--- src/sv/fht_pkg.sv ---
// Shared types and constants for the fault history table.
`default_nettype none

package fht_pkg;

  // Saturation limit of the per-entry fail counter.
  localparam logic [7:0] CNT_SAT_MAX = 8'd255;

  // A report never emits more than this many ring words.
  localparam int REPORT_CAP = 4;

  // Stream and configuration port widths.
  localparam int IN_TDATA_W  = 48;
  localparam int OUT_TDATA_W = 48;
  localparam int CFG_ADDR_W  = 1;
  localparam int CFG_DATA_W  = 4;

  // Input tdata field positions.
  localparam int IN_ID_LSB   = 0;
  localparam int IN_IND_BIT  = 8;
  localparam int IN_DATA_LSB = 9;

  // Configuration register indexes.
  localparam logic [CFG_ADDR_W-1:0] CFG_BAD_ID     = 1'b0;
  localparam logic [CFG_ADDR_W-1:0] CFG_OVERRUN_ID = 1'b1;

  typedef enum logic [1:0] {
    ACT_LOG     = 2'd0,
    ACT_REPORT  = 2'd1,
    ACT_SERVICE = 2'd2,
    ACT_CLEAR   = 2'd3
  } act_t;

  typedef enum logic [1:0] {
    KIND_LOG_ACK   = 2'd0,
    KIND_REPORT    = 2'd1,
    KIND_SERVICE   = 2'd2,
    KIND_CLEAR_ACK = 2'd3
  } kind_t;

  typedef enum logic [3:0] {
    S_IDLE,
    S_LOG_RD,
    S_LOG_WR,
    S_FILL,
    S_LOG_ACK,
    S_REP_RD,
    S_REP_EMIT,
    S_SVC,
    S_CLR
  } state_t;

  // Controller to datapath.
  typedef struct packed {
    logic  load;      // latch the input word
    logic  log_rd;    // read entry of the logged row
    logic  log_wr;    // apply the log update
    logic  fill_wr;   // write one slot of a fresh row
    logic  rep_rd;    // read entry and ring word for a report
    logic  slot_clr;
    logic  slot_inc;
    logic  out_load;  // load the output register
    kind_t out_kind;
    logic  pend_clr;
    logic  clr_all;
  } cmd_t;

  // Datapath to controller.
  typedef struct packed {
    act_t in_act;     // action on the input port
    logic in_id_ok;   // input fault ID in range
    act_t act;        // latched action
    logic eff_ok;     // logged row exists
    logic need_fill;  // fail log into an empty row
    logic fill_last;
    logic rep_last;
    logic out_free;   // output register can take a word
  } sts_t;

endpackage

`default_nettype wire

--- src/sv/fht_ctrl.sv ---
// Controller state machine for the fault history table.
`default_nettype none

module fht_ctrl import fht_pkg::*; (
  input  wire  clk,
  input  wire  rst_n,
  input  wire  in_tvalid,
  output logic in_tready,
  input  sts_t sts,
  output cmd_t cmd
);

  state_t state_r, state_nxt;
  state_t after_log;

  // where to go once the log part of an item is done
  assign after_log = (sts.act == ACT_LOG) ? S_LOG_ACK : S_REP_RD;

  always_ff @(posedge clk) begin
    if (!rst_n) begin
      state_r <= S_IDLE;
    end else begin
      state_r <= state_nxt;
    end
  end

  always_comb begin
    state_nxt = state_r;
    case (state_r)
      S_IDLE: begin
        if (in_tvalid) begin
          case (sts.in_act)
            ACT_LOG:     state_nxt = S_LOG_RD;
            ACT_REPORT:  state_nxt = sts.in_id_ok ? S_REP_RD : S_LOG_RD;
            ACT_SERVICE: state_nxt = S_SVC;
            ACT_CLEAR:   state_nxt = S_CLR;
            default:     state_nxt = S_IDLE;
          endcase
        end
      end
      S_LOG_RD:   state_nxt = sts.eff_ok ? S_LOG_WR : after_log;
      S_LOG_WR:   state_nxt = sts.need_fill ? S_FILL : after_log;
      S_FILL:     state_nxt = sts.fill_last ? after_log : S_FILL;
      S_LOG_ACK:  state_nxt = sts.out_free ? S_IDLE : S_LOG_ACK;
      S_REP_RD:   state_nxt = S_REP_EMIT;
      S_REP_EMIT: begin
        if (sts.out_free) begin
          state_nxt = sts.rep_last ? S_IDLE : S_REP_RD;
        end
      end
      S_SVC:      state_nxt = sts.out_free ? S_IDLE : S_SVC;
      S_CLR:      state_nxt = sts.out_free ? S_IDLE : S_CLR;
      default:    state_nxt = S_IDLE;
    endcase
  end

  always_comb begin
    in_tready = 1'b0;
    cmd       = '0;
    case (state_r)
      S_IDLE: begin
        in_tready = 1'b1;
        cmd.load  = in_tvalid;
      end
      S_LOG_RD: cmd.log_rd = sts.eff_ok;
      S_LOG_WR: cmd.log_wr = 1'b1;
      S_FILL: begin
        cmd.fill_wr  = 1'b1;
        cmd.slot_inc = !sts.fill_last;
        cmd.slot_clr = sts.fill_last;
      end
      S_LOG_ACK: begin
        cmd.out_load = sts.out_free;
        cmd.out_kind = KIND_LOG_ACK;
      end
      S_REP_RD: cmd.rep_rd = 1'b1;
      S_REP_EMIT: begin
        cmd.out_load = sts.out_free;
        cmd.out_kind = KIND_REPORT;
        cmd.slot_inc = sts.out_free && !sts.rep_last;
      end
      S_SVC: begin
        cmd.out_load = sts.out_free;
        cmd.out_kind = KIND_SERVICE;
        cmd.pend_clr = sts.out_free;
      end
      S_CLR: begin
        cmd.out_load = sts.out_free;
        cmd.out_kind = KIND_CLEAR_ACK;
        cmd.clr_all  = sts.out_free;
      end
      default: begin
        cmd = '0;
      end
    endcase
  end

endmodule

`default_nettype wire

--- src/sv/fht_dp.sv ---
// Datapath of the fault history table: entry memories, config and output register.
`default_nettype none

module fht_dp import fht_pkg::*; #(
  parameter int NUM_FAULTS    = 16,
  parameter int HISTORY_DEPTH = 4
) (
  input  wire                    clk,
  input  wire                    rst_n,
  input  wire [IN_TDATA_W-1:0]   in_tdata,
  input  wire [1:0]              in_tuser,
  output logic                   out_tvalid,
  input  wire                    out_tready,
  output logic [OUT_TDATA_W-1:0] out_tdata,
  output logic [1:0]             out_tuser,
  output logic                   out_tlast,
  input  wire                    cfg_we,
  input  wire [CFG_ADDR_W-1:0]   cfg_addr,
  input  wire [CFG_DATA_W-1:0]   cfg_wdata,
  input  cmd_t                   cmd,
  output sts_t                   sts
);

  localparam int IDW  = $clog2(NUM_FAULTS);
  localparam int HW   = (HISTORY_DEPTH > 1) ? $clog2(HISTORY_DEPTH) : 1;
  localparam int NENT = NUM_FAULTS * HISTORY_DEPTH;
  localparam int HAW  = $clog2(NENT);
  localparam int NREP = (HISTORY_DEPTH < REPORT_CAP) ? HISTORY_DEPTH : REPORT_CAP;
  localparam logic [8:0]     NF_LIM   = 9'(NUM_FAULTS);
  localparam logic [HW-1:0]  HEAD_MAX = HW'(HISTORY_DEPTH - 1);
  localparam logic [HW-1:0]  REP_END  = HW'(NREP - 1);
  localparam logic [HAW-1:0] HD_A     = HAW'(HISTORY_DEPTH);

  // latched item and config
  act_t         act_r;
  logic [7:0]   id_r;
  logic         ind_r;
  logic [31:0]  data_r;
  logic [3:0]   bad_r;
  logic [3:0]   ovr_r;
  logic         pend_r;
  logic [HW-1:0] slot_r;

  // entry store; a row whose valid bit is low reads as all zero
  logic [NUM_FAULTS-1:0] rvld_r;
  logic [7:0]    cnt_mem  [NUM_FAULTS];
  logic [HW-1:0] head_mem [NUM_FAULTS];
  logic [31:0]   hist_mem [NENT];
  logic          rowv_r;
  logic [7:0]    cnt_rd_r;
  logic [HW-1:0] head_rd_r;
  logic [31:0]   hist_rd_r;

  // output register
  logic        out_valid_r;
  kind_t       out_kind_r;
  logic [7:0]  out_cnt_r,  out_cnt_nxt;
  logic [1:0]  out_head_r, out_head_nxt;
  logic [1:0]  out_idx_r,  out_idx_nxt;
  logic [31:0] out_word_r, out_word_nxt;
  logic        out_last_r, out_last_nxt;
  logic        out_ok_r,   out_ok_nxt;
  logic        out_wr_r,   out_wr_nxt;
  logic        out_pend_r, out_pend_nxt;

  logic          id_ok, in_ok, eff_ok, eff_fail;
  logic [7:0]    eff_id8;
  logic [31:0]   eff_data;
  logic [IDW-1:0] row;
  logic [7:0]    cnt_cur, cnt_inc;
  logic [HW-1:0] head_cur, head_inc, wslot;
  logic [HAW-1:0] row_base, haddr_w, haddr_r;
  logic [31:0]   wdata;
  logic          hist_we, meta_we, pend_set;
  logic [3:0]    head4, slot4;
  logic          is_rep, show;

  // out-of-range IDs are redirected as a fail on the bad-fault row
  assign id_ok    = {1'b0, id_r} < NF_LIM;
  assign in_ok    = {1'b0, in_tdata[IN_ID_LSB +: 8]} < NF_LIM;
  assign eff_id8  = id_ok ? id_r : {4'b0, bad_r};
  assign eff_ok   = id_ok || ({5'b0, bad_r} < NF_LIM);
  assign eff_fail = id_ok ? ind_r : 1'b1;
  assign eff_data = id_ok ? data_r : {24'b0, id_r};
  assign row      = eff_id8[IDW-1:0];

  assign cnt_cur  = rowv_r ? cnt_rd_r : 8'd0;
  assign head_cur = rowv_r ? head_rd_r : '0;
  assign cnt_inc  = (cnt_cur == CNT_SAT_MAX) ? cnt_cur : cnt_cur + 8'd1;
  assign head_inc = (head_cur == HEAD_MAX) ? '0 : head_cur + HW'(1);

  assign row_base = HAW'(row) * HD_A;
  assign wslot    = cmd.fill_wr ? slot_r : head_cur;
  assign haddr_w  = row_base + HAW'(wslot);
  assign haddr_r  = row_base + HAW'(slot_r);
  assign wdata    = (cmd.fill_wr && (slot_r != '0)) ? 32'd0 : eff_data;
  assign hist_we  = (cmd.log_wr && eff_fail && rowv_r) || cmd.fill_wr;
  assign meta_we  = cmd.log_wr && eff_fail;
  assign pend_set = cmd.log_wr && (eff_id8 != {4'b0, ovr_r});

  always_ff @(posedge clk) begin
    if (hist_we) begin
      hist_mem[haddr_w] <= wdata;
    end
    if (cmd.rep_rd) begin
      hist_rd_r <= hist_mem[haddr_r];
    end
    if (meta_we) begin
      cnt_mem[row]  <= cnt_inc;
      head_mem[row] <= head_inc;
    end
    if (cmd.log_rd || cmd.rep_rd) begin
      cnt_rd_r  <= cnt_mem[row];
      head_rd_r <= head_mem[row];
      rowv_r    <= rvld_r[row];
    end
  end

  always_ff @(posedge clk) begin
    if (!rst_n) begin
      rvld_r <= '0;
    end else if (cmd.clr_all) begin
      rvld_r <= '0;
    end else if (cmd.log_wr) begin
      if (!eff_fail) begin
        rvld_r[row] <= 1'b0;
      end else if (!rowv_r) begin
        rvld_r[row] <= 1'b1;
      end
    end
  end

  always_ff @(posedge clk) begin
    if (cmd.load) begin
      id_r   <= in_tdata[IN_ID_LSB +: 8];
      ind_r  <= in_tdata[IN_IND_BIT];
      data_r <= in_tdata[IN_DATA_LSB +: 32];
    end
  end

  always_ff @(posedge clk) begin
    if (!rst_n) begin
      act_r  <= ACT_LOG;
      bad_r  <= 4'd0;
      ovr_r  <= 4'd1;
      pend_r <= 1'b0;
      slot_r <= '0;
    end else begin
      if (cmd.load) begin
        act_r <= act_t'(in_tuser);
      end
      if (cfg_we) begin
        case (cfg_addr)
          CFG_BAD_ID:     bad_r <= cfg_wdata;
          CFG_OVERRUN_ID: ovr_r <= cfg_wdata;
          default:        ;
        endcase
      end
      if (cmd.clr_all || cmd.pend_clr) begin
        pend_r <= 1'b0;
      end else if (pend_set) begin
        pend_r <= 1'b1;
      end
      if (cmd.load || cmd.slot_clr) begin
        slot_r <= '0;
      end else if (cmd.slot_inc) begin
        slot_r <= slot_r + HW'(1);
      end
    end
  end

  assign head4  = 4'(head_rd_r);
  assign slot4  = 4'(slot_r);
  assign is_rep = (cmd.out_kind == KIND_REPORT);
  assign show   = is_rep && id_ok && rowv_r;

  always_comb begin
    out_cnt_nxt  = show ? cnt_rd_r : 8'd0;
    out_head_nxt = show ? head4[1:0] : 2'd0;
    out_idx_nxt  = is_rep ? slot4[1:0] : 2'd0;
    out_word_nxt = show ? hist_rd_r : 32'd0;
    out_last_nxt = !is_rep || (slot_r == REP_END);
    out_ok_nxt   = ((cmd.out_kind == KIND_LOG_ACK) || is_rep) && id_ok;
    out_wr_nxt   = (cmd.out_kind == KIND_SERVICE) && pend_r;
    out_pend_nxt = ((cmd.out_kind == KIND_LOG_ACK) || is_rep) && pend_r;
  end

  always_ff @(posedge clk) begin
    if (!rst_n) begin
      out_valid_r <= 1'b0;
    end else if (cmd.out_load) begin
      out_valid_r <= 1'b1;
    end else if (out_tready) begin
      out_valid_r <= 1'b0;
    end
  end

  always_ff @(posedge clk) begin
    if (cmd.out_load) begin
      out_kind_r <= cmd.out_kind;
      out_cnt_r  <= out_cnt_nxt;
      out_head_r <= out_head_nxt;
      out_idx_r  <= out_idx_nxt;
      out_word_r <= out_word_nxt;
      out_last_r <= out_last_nxt;
      out_ok_r   <= out_ok_nxt;
      out_wr_r   <= out_wr_nxt;
      out_pend_r <= out_pend_nxt;
    end
  end

  assign out_tvalid = out_valid_r;
  assign out_tuser  = out_kind_r;
  assign out_tlast  = out_last_r;
  assign out_tdata  = {1'b0, out_pend_r, out_wr_r, out_ok_r, out_word_r,
                       out_idx_r, out_head_r, out_cnt_r};

  always_comb begin
    sts           = '0;
    sts.in_act    = act_t'(in_tuser);
    sts.in_id_ok  = in_ok;
    sts.act       = act_r;
    sts.eff_ok    = eff_ok;
    sts.need_fill = eff_fail && !rowv_r;
    sts.fill_last = (slot_r == HEAD_MAX);
    sts.rep_last  = (slot_r == REP_END);
    sts.out_free  = !out_valid_r || out_tready;
  end

endmodule

`default_nettype wire

--- src/sv/fault_history_table.sv ---
// Top level of the fault history table: controller, datapath and checks.
`default_nettype none

// Fault history table. One entry per fault ID holds a saturating 8-bit fail
// count, a ring head and a ring of HISTORY_DEPTH 32-bit troubleshooting
// words. Input words select an action on in_tuser (log, report, service,
// clear). A log with pass clears the entry; a log with fail stores ts_data
// at the head, counts up to 255 and advances the head. Out-of-range IDs are
// logged as a fail on the bad-fault entry with the ID as the word. Every log
// sets the pending flag unless it hits the overrun ID. A report returns
// min(HISTORY_DEPTH, 4) words, the last with out_tlast; a bad ID reports
// zeros after being logged. Service returns the pending flag as a write
// request and clears it; clear empties the whole table at once.
// Flow: one item is in flight at a time, the ring memory has one port with
// a registered read. Service and clear emit one word; a log reads the entry,
// writes it, zero-fills the ring row on the first fail into an empty entry
// and emits an acknowledge; a report reads and emits each word in turn, and
// for a bad ID first runs the log steps. Output stalls hold the emitting
// step. Each row carries a valid bit cleared at reset, so no clearing pass
// is needed after reset.
// Config writes (cfg_addr 0 bad-fault ID, 1 overrun ID) take effect at once
// and are meant for an idle block.

module fault_history_table import fht_pkg::*; #(
  parameter int NUM_FAULTS    = 16,
  parameter int HISTORY_DEPTH = 4
) (
  input  wire                    clk,
  input  wire                    rst_n,
  // input words
  input  wire                    in_tvalid,
  output logic                   in_tready,
  input  wire [IN_TDATA_W-1:0]   in_tdata,   // flt_id[7:0] indicator[8] ts_data[40:9]
  input  wire [1:0]              in_tuser,   // action[1:0]
  // result words
  output logic                   out_tvalid,
  input  wire                    out_tready,
  output logic [OUT_TDATA_W-1:0] out_tdata,  // count[7:0] head[9:8] word_index[11:10]
                                             // word[43:12] id_ok[44] write_request[45]
                                             // pending[46]
  output logic [1:0]             out_tuser,  // kind[1:0]
  output logic                   out_tlast,
  // configuration
  input  wire                    cfg_we,
  input  wire [CFG_ADDR_W-1:0]   cfg_addr,
  input  wire [CFG_DATA_W-1:0]   cfg_wdata
);

  cmd_t cmd;
  sts_t sts;

  fht_ctrl u_ctrl (
    .clk       (clk),
    .rst_n     (rst_n),
    .in_tvalid (in_tvalid),
    .in_tready (in_tready),
    .sts       (sts),
    .cmd       (cmd)
  );

  fht_dp #(
    .NUM_FAULTS    (NUM_FAULTS),
    .HISTORY_DEPTH (HISTORY_DEPTH)
  ) u_dp (
    .clk        (clk),
    .rst_n      (rst_n),
    .in_tdata   (in_tdata),
    .in_tuser   (in_tuser),
    .out_tvalid (out_tvalid),
    .out_tready (out_tready),
    .out_tdata  (out_tdata),
    .out_tuser  (out_tuser),
    .out_tlast  (out_tlast),
    .cfg_we     (cfg_we),
    .cfg_addr   (cfg_addr),
    .cfg_wdata  (cfg_wdata),
    .cmd        (cmd),
    .sts        (sts)
  );

  // never overwrite a result that has not been taken
  a_no_overwrite: assert property (@(posedge clk) disable iff (!rst_n)
    cmd.out_load |-> (!out_tvalid || out_tready))
    else $error("output register loaded while holding an untaken word");

  // one item at a time: an accepted word makes the block busy
  a_busy_after_accept: assert property (@(posedge clk) disable iff (!rst_n)
    (in_tvalid && in_tready) |=> !in_tready)
    else $error("input accepted on back-to-back cycles");

  // only report words can be non-final
  a_single_last: assert property (@(posedge clk) disable iff (!rst_n)
    (out_tvalid && (out_tuser != KIND_REPORT)) |-> out_tlast)
    else $error("single-word result without tlast");

  // the ring memory and row valid bits see one update source per cycle
  a_one_writer: assert property (@(posedge clk) disable iff (!rst_n)
    $onehot0({cmd.log_wr, cmd.fill_wr, cmd.clr_all}))
    else $error("conflicting table updates");

endmodule

`default_nettype wire
--- config.mk ---
export PLATFORM = sky130hd
export DESIGN_NAME = fault_history_table
export DESIGN_NICKNAME = d
export VERILOG_FILES = /design/src/sv/fht_pkg.sv /design/src/sv/fht_ctrl.sv /design/src/sv/fht_dp.sv /design/src/sv/fault_history_table.sv
export SDC_FILE = /design/constraint.sdc
export NUM_CORES = 2
export LEC_CHECK = 0
export ABC_CLOCK_PERIOD_IN_PS = 5600
export BUFFER_PORTS_ARGS = -buffer_cell sky130_fd_sc_hd__buf_2
export CORE_MARGIN = 2
export CORE_UTILIZATION = 55
export DETAILED_ROUTE_END_ITERATION = 16
export PLACE_DENSITY = 0.71
export RECOVER_POWER = 100
export SLEW_MARGIN = 15
export SYNTH_ARGS = -nofsm -noshare
export SYNTH_HDL_FRONTEND = slang
export SYNTH_HIERARCHICAL = 1
export SYNTH_SLANG_ARGS = --single-unit
--- constraint.sdc ---
create_clock -name clk -period 5.6 [get_ports clk]
set_clock_uncertainty 0.05 [all_clocks]
set_input_delay 0.84 -clock clk [delete_from_list [all_inputs] [get_ports clk]]
set_output_delay 0.84 -clock clk [all_outputs]
set_load 0.1 [all_outputs]
==> flow_summary.ini <==
[placed_design]
place_worst_setup_slack_ns = 1.127
hpwl_um = 125400
detailed_place.area_um2 = 96120
port_buffers = 104
post-place-cells = 6866
gp_congestion = 0.8167

[global_routing]
grt_overflow = 0
antenna_violations_before_repair = 14
grt_first_pass_wirelength_um = 323000
grt_use_total = 0.2682
grt_pass1_vias = 46220
grt_max_degree = 135

[clocking]
cts.clk_slew.worst_paths_ns = 0.06
postCtsHoldBufs = 0
post-cts-setup-buffers = 0
cts.root.buffer_cell = sky130_fd_sc_hd__clkbuf_16
cts-resized-gates = 0
cts_htree_levels = 4
clock-sinks = 2376
cts_buffers = 221
clkLatencyLatePin_ns = 0.84
cts_tree = done
max_clock_buf_depth = 3

[run_status]
violated_checks = max-capacitance violations, max-slew violations
outcome = finished with violations

[synthesis]
synth-adder-area-share = 0.0004095
synth-compound-area-share = 0.01489
post_synth_mux_area_share = 0.1405
netlist.top_cell.by_area = sky130_fd_sc_hd__edfxtp_1
area_contributors_post_synth = sky130_fd_sc_hd__edfxtp_1 77%, sky130_fd_sc_hd__mux4_2 13%, sky130_fd_sc_hd__nand2_1 2.6%, sky130_fd_sc_hd__mux2i_1 1.4%, sky130_fd_sc_hd__nand3_1 1.3%
synth-async-reset-ratio = 0
synth_seq_cells = 2376
synth_ff_type = sky130_fd_sc_hd__edfxtp_1
synthesis.area_um2 = 91660
post_synth.cell_area_avg_um2 = 19.71
synth.top_cell.area_share = 0.7673
synthesis.yosys.warnings = 6
synth-edff-count = 2342
postSynthNetCount = 4713
combinational_family_with_the_most_area_after_synthesis = multiplexers
synth_seq_area_share = 0.7747
synth-xor-area-share = 0.001051
netlist-cell-type-count = 57
post_synthesis_share_of_cell_area_spent_on_and_or_nand_and_nor_gates = 0.05484
syn-instance-count = 4650

[pwr]
worst_ir_drop_vdd_mv = 0.4255
leakage_power_nw = 31.29
power.density_cell_area_nw_per_um2 = 369.3

[detailed_routing]
drcViolationCount = 0
finalWirelength_um = 226000
wl_per_cell_um = 31.08
ant_nets = 0
drt_iter0_drc = 6096
drt_first_pass_iters = 6
avgViaCountPerCell = 6.396
route.vias.total = 46530

[die]
std_cell_rows = 149
ios = 113
chipHeight_um = 412.2
core_um2 = 165200
fp.dieArea_um2 = 169900
dieWidth_um = 412.2
start_util = 0.5549

[sta]
totalNegativeSetupSlack_ns = 0
final_worst_path_cycle_share = 0.9033
finalHoldViolations = 0
timing.max_slew.rel_slack = -1.191
max_fclk_ghz = 0.1977
rsz0062_at_grt = no
final.min_clock_period_ns = 5.058
maxSlewViolCount = 632
final-setup-viol-count = 0
setup_ws_ns = 0.5416
tightest_slew_ns = 3.284

[setup_path]
worst_ep_required_time_ns = 6.13
critPathArrivalTime_ns = 5.59
timing.critical_path.to_type = flip-flop
critical_path_peak_fanout = 18
worstSetupPathType = reg -> reg
critical_path.startpoint_type = flip-flop

[final_layout]
postLayoutCellArea_um2 = 102600
post_route_cells_drive_above_1_share = 0.2166
final_cells = 7274
n_fill_cell = 11340
highest_count_cells_in_the_layout_ignoring_fill_and_taps = 2342 x sky130_fd_sc_hd__edfxtp_1, 646 x sky130_fd_sc_hd__nand2_1, 512 x sky130_fd_sc_hd__mux4_2, 246 x sky130_fd_sc_hd__nand3_1, 226 x sky130_fd_sc_hd__clkbuf_16
layout-area-overhead-vs-synth_pct = 11.97
layout_commonest_cell = sky130_fd_sc_hd__edfxtp_1
net_count_final = 4964

[job]
max-cap-violations = 11

[hold_path]
holdCritPathClass = in -> reg
-- worst max-delay path, stage by stage, from the launching register on --
cell                       delay (ns)
sky130_fd_sc_hd__edfxtp_1        0.43
sky130_fd_sc_hd__nor4_4          0.62
sky130_fd_sc_hd__clkbuf_1        0.49
sky130_fd_sc_hd__mux2i_1         0.93
sky130_fd_sc_hd__nor2_1          0.24
sky130_fd_sc_hd__nand2_1         0.31
sky130_fd_sc_hd__clkbuf_1        0.98
sky130_fd_sc_hd__nor2_4          0.39
sky130_fd_sc_hd__buf_12          0.31
-- final cells by class --
class / instances / area, um^2 / share of cell area
Antenna cell: 2 / 5.005 / 0.00004876
Clock buffer: 274 / 5856 / 0.05706
Clock inverter: 131 / 1192 / 0.01162
Inverter: 7 / 26.28 / 0.0002560
Multi-Input combinational cell: 1996 / 19880 / 0.1937
Sequential cell: 2376 / 71020 / 0.6920
Tap cell: 2189 / 2739 / 0.02669
Timing Repair Buffer: 299 / 1913 / 0.01864
-- Yosys cell counts (3+ instances only) --
cell / instances
sky130_fd_sc_hd__nand2b_1: 6
sky130_fd_sc_hd__nand3_1: 246
sky130_fd_sc_hd__xor2_1: 4
sky130_fd_sc_hd__o21a_1: 3
sky130_fd_sc_hd__o21ai_0: 22
sky130_fd_sc_hd__mux2i_1: 129
sky130_fd_sc_hd__buf_4: 23
sky130_fd_sc_hd__inv_1: 7
sky130_fd_sc_hd__mux4_2: 512
sky130_fd_sc_hd__o221ai_1: 44
sky130_fd_sc_hd__nor2b_1: 17
sky130_fd_sc_hd__nor2_2: 4
sky130_fd_sc_hd__edfxtp_1: 2342
sky130_fd_sc_hd__buf_2: 81
sky130_fd_sc_hd__a31oi_1: 3
sky130_fd_sc_hd__nand2_1: 645
sky130_fd_sc_hd__a21boi_0: 5
sky130_fd_sc_hd__nand4_1: 14
sky130_fd_sc_hd__o21ai_1: 15
sky130_fd_sc_hd__nor2_1: 113
sky130_fd_sc_hd__xnor2_1: 7
sky130_fd_sc_hd__and2_1: 72
sky130_fd_sc_hd__dfxtp_1: 34
sky130_fd_sc_hd__nor3b_1: 5
sky130_fd_sc_hd__buf_1: 21
sky130_fd_sc_hd__a32oi_1: 55
sky130_fd_sc_hd__clkbuf_1: 145
sky130_fd_sc_hd__mux2_2: 4
sky130_fd_sc_hd__ha_1: 3
sky130_fd_sc_hd__a21oi_1: 32
sky130_fd_sc_hd__nor3_1: 6
-- through the flow --
stage / power, W / util / hold slack (ns)
2_1_floorplan: 0.02238 / - / 0.3990
3_3_place_gp: 0.02351 / 0.5820 / 0.4077
3_5_place_dp: 0.02358 / 0.5820 / 0.4170
4_1_cts: 0.03806 / 0.6246 / 0.07890
5_1_grt: 0.03889 / 0.6213 / 0.09084
6_report: 0.03790 / 0.6213 / 0.1222
-- path summary, 6_finish.rpt --
kind	startpoint	to	slack (ns)	cells past startpoint
worst min register to register	flip-flop	flip-flop	0.42	2
worst max register to register	u_dp/id_r[6]	u_dp/hist_mem[51][10]	0.54	8
worst max-delay path	u_dp/id_r[6]	u_dp/hist_mem[51][10]	0.54	8
worst min-delay path	in_tdata[18]	u_dp/data_r[9]	0.12	1
-- sequential cells by signal, indices dropped and copies added, names as in the netlist, 4 cells and up, named ones only --
| name | cells |
|---|---|
| u_ctrl/state_r | 4 |
| u_dp/hist_mem | 2048 |
| u_dp/cnt_rd_r | 8 |
| u_dp/bad_r | 4 |
| u_dp/out_cnt_r | 8 |
| u_dp/cnt_mem | 128 |
| u_dp/head_mem | 32 |
| u_dp/ovr_r | 4 |
| u_dp/data_r | 32 |
| u_dp/out_word_r | 32 |
| u_dp/hist_rd_r | 32 |
| u_dp/id_r | 8 |
-- power by group --
part	internal (W)	switching, W	leakage, nW
clock	0.00834	0.00634	3.46
combinational	0.000640	0.00236	7.12
sequential	0.0201	0.000130	20.7
total	0.0291	0.00883	31.3
-- kinds of logic (layout without fill, tap and decap cells) --
kind of cell | count (synthesis) | count (layout)
DFF | 2376 | 2376
other | 2 | 4
muxes | 646 | 646
adders and majority gates | 3 | 3
xor gates and xnor gates | 11 | 11
and+or+nand+nor | 1147 | 1147
AOI/OAI and AO/OA | 187 | 187
buffers and inverters | 278 | 711
-- routing by layer --
layer  vias to the layer above  share of wire  global-route usage
li1                      19230              -                   -
met2                      2475           0.49              0.4310
met5                         -       0.000066                   0
met1                     24420           0.37              0.3673
met4                         2          0.037             0.09672
met3                       408           0.10             0.05745
Power figures use the tool's default switching activity.
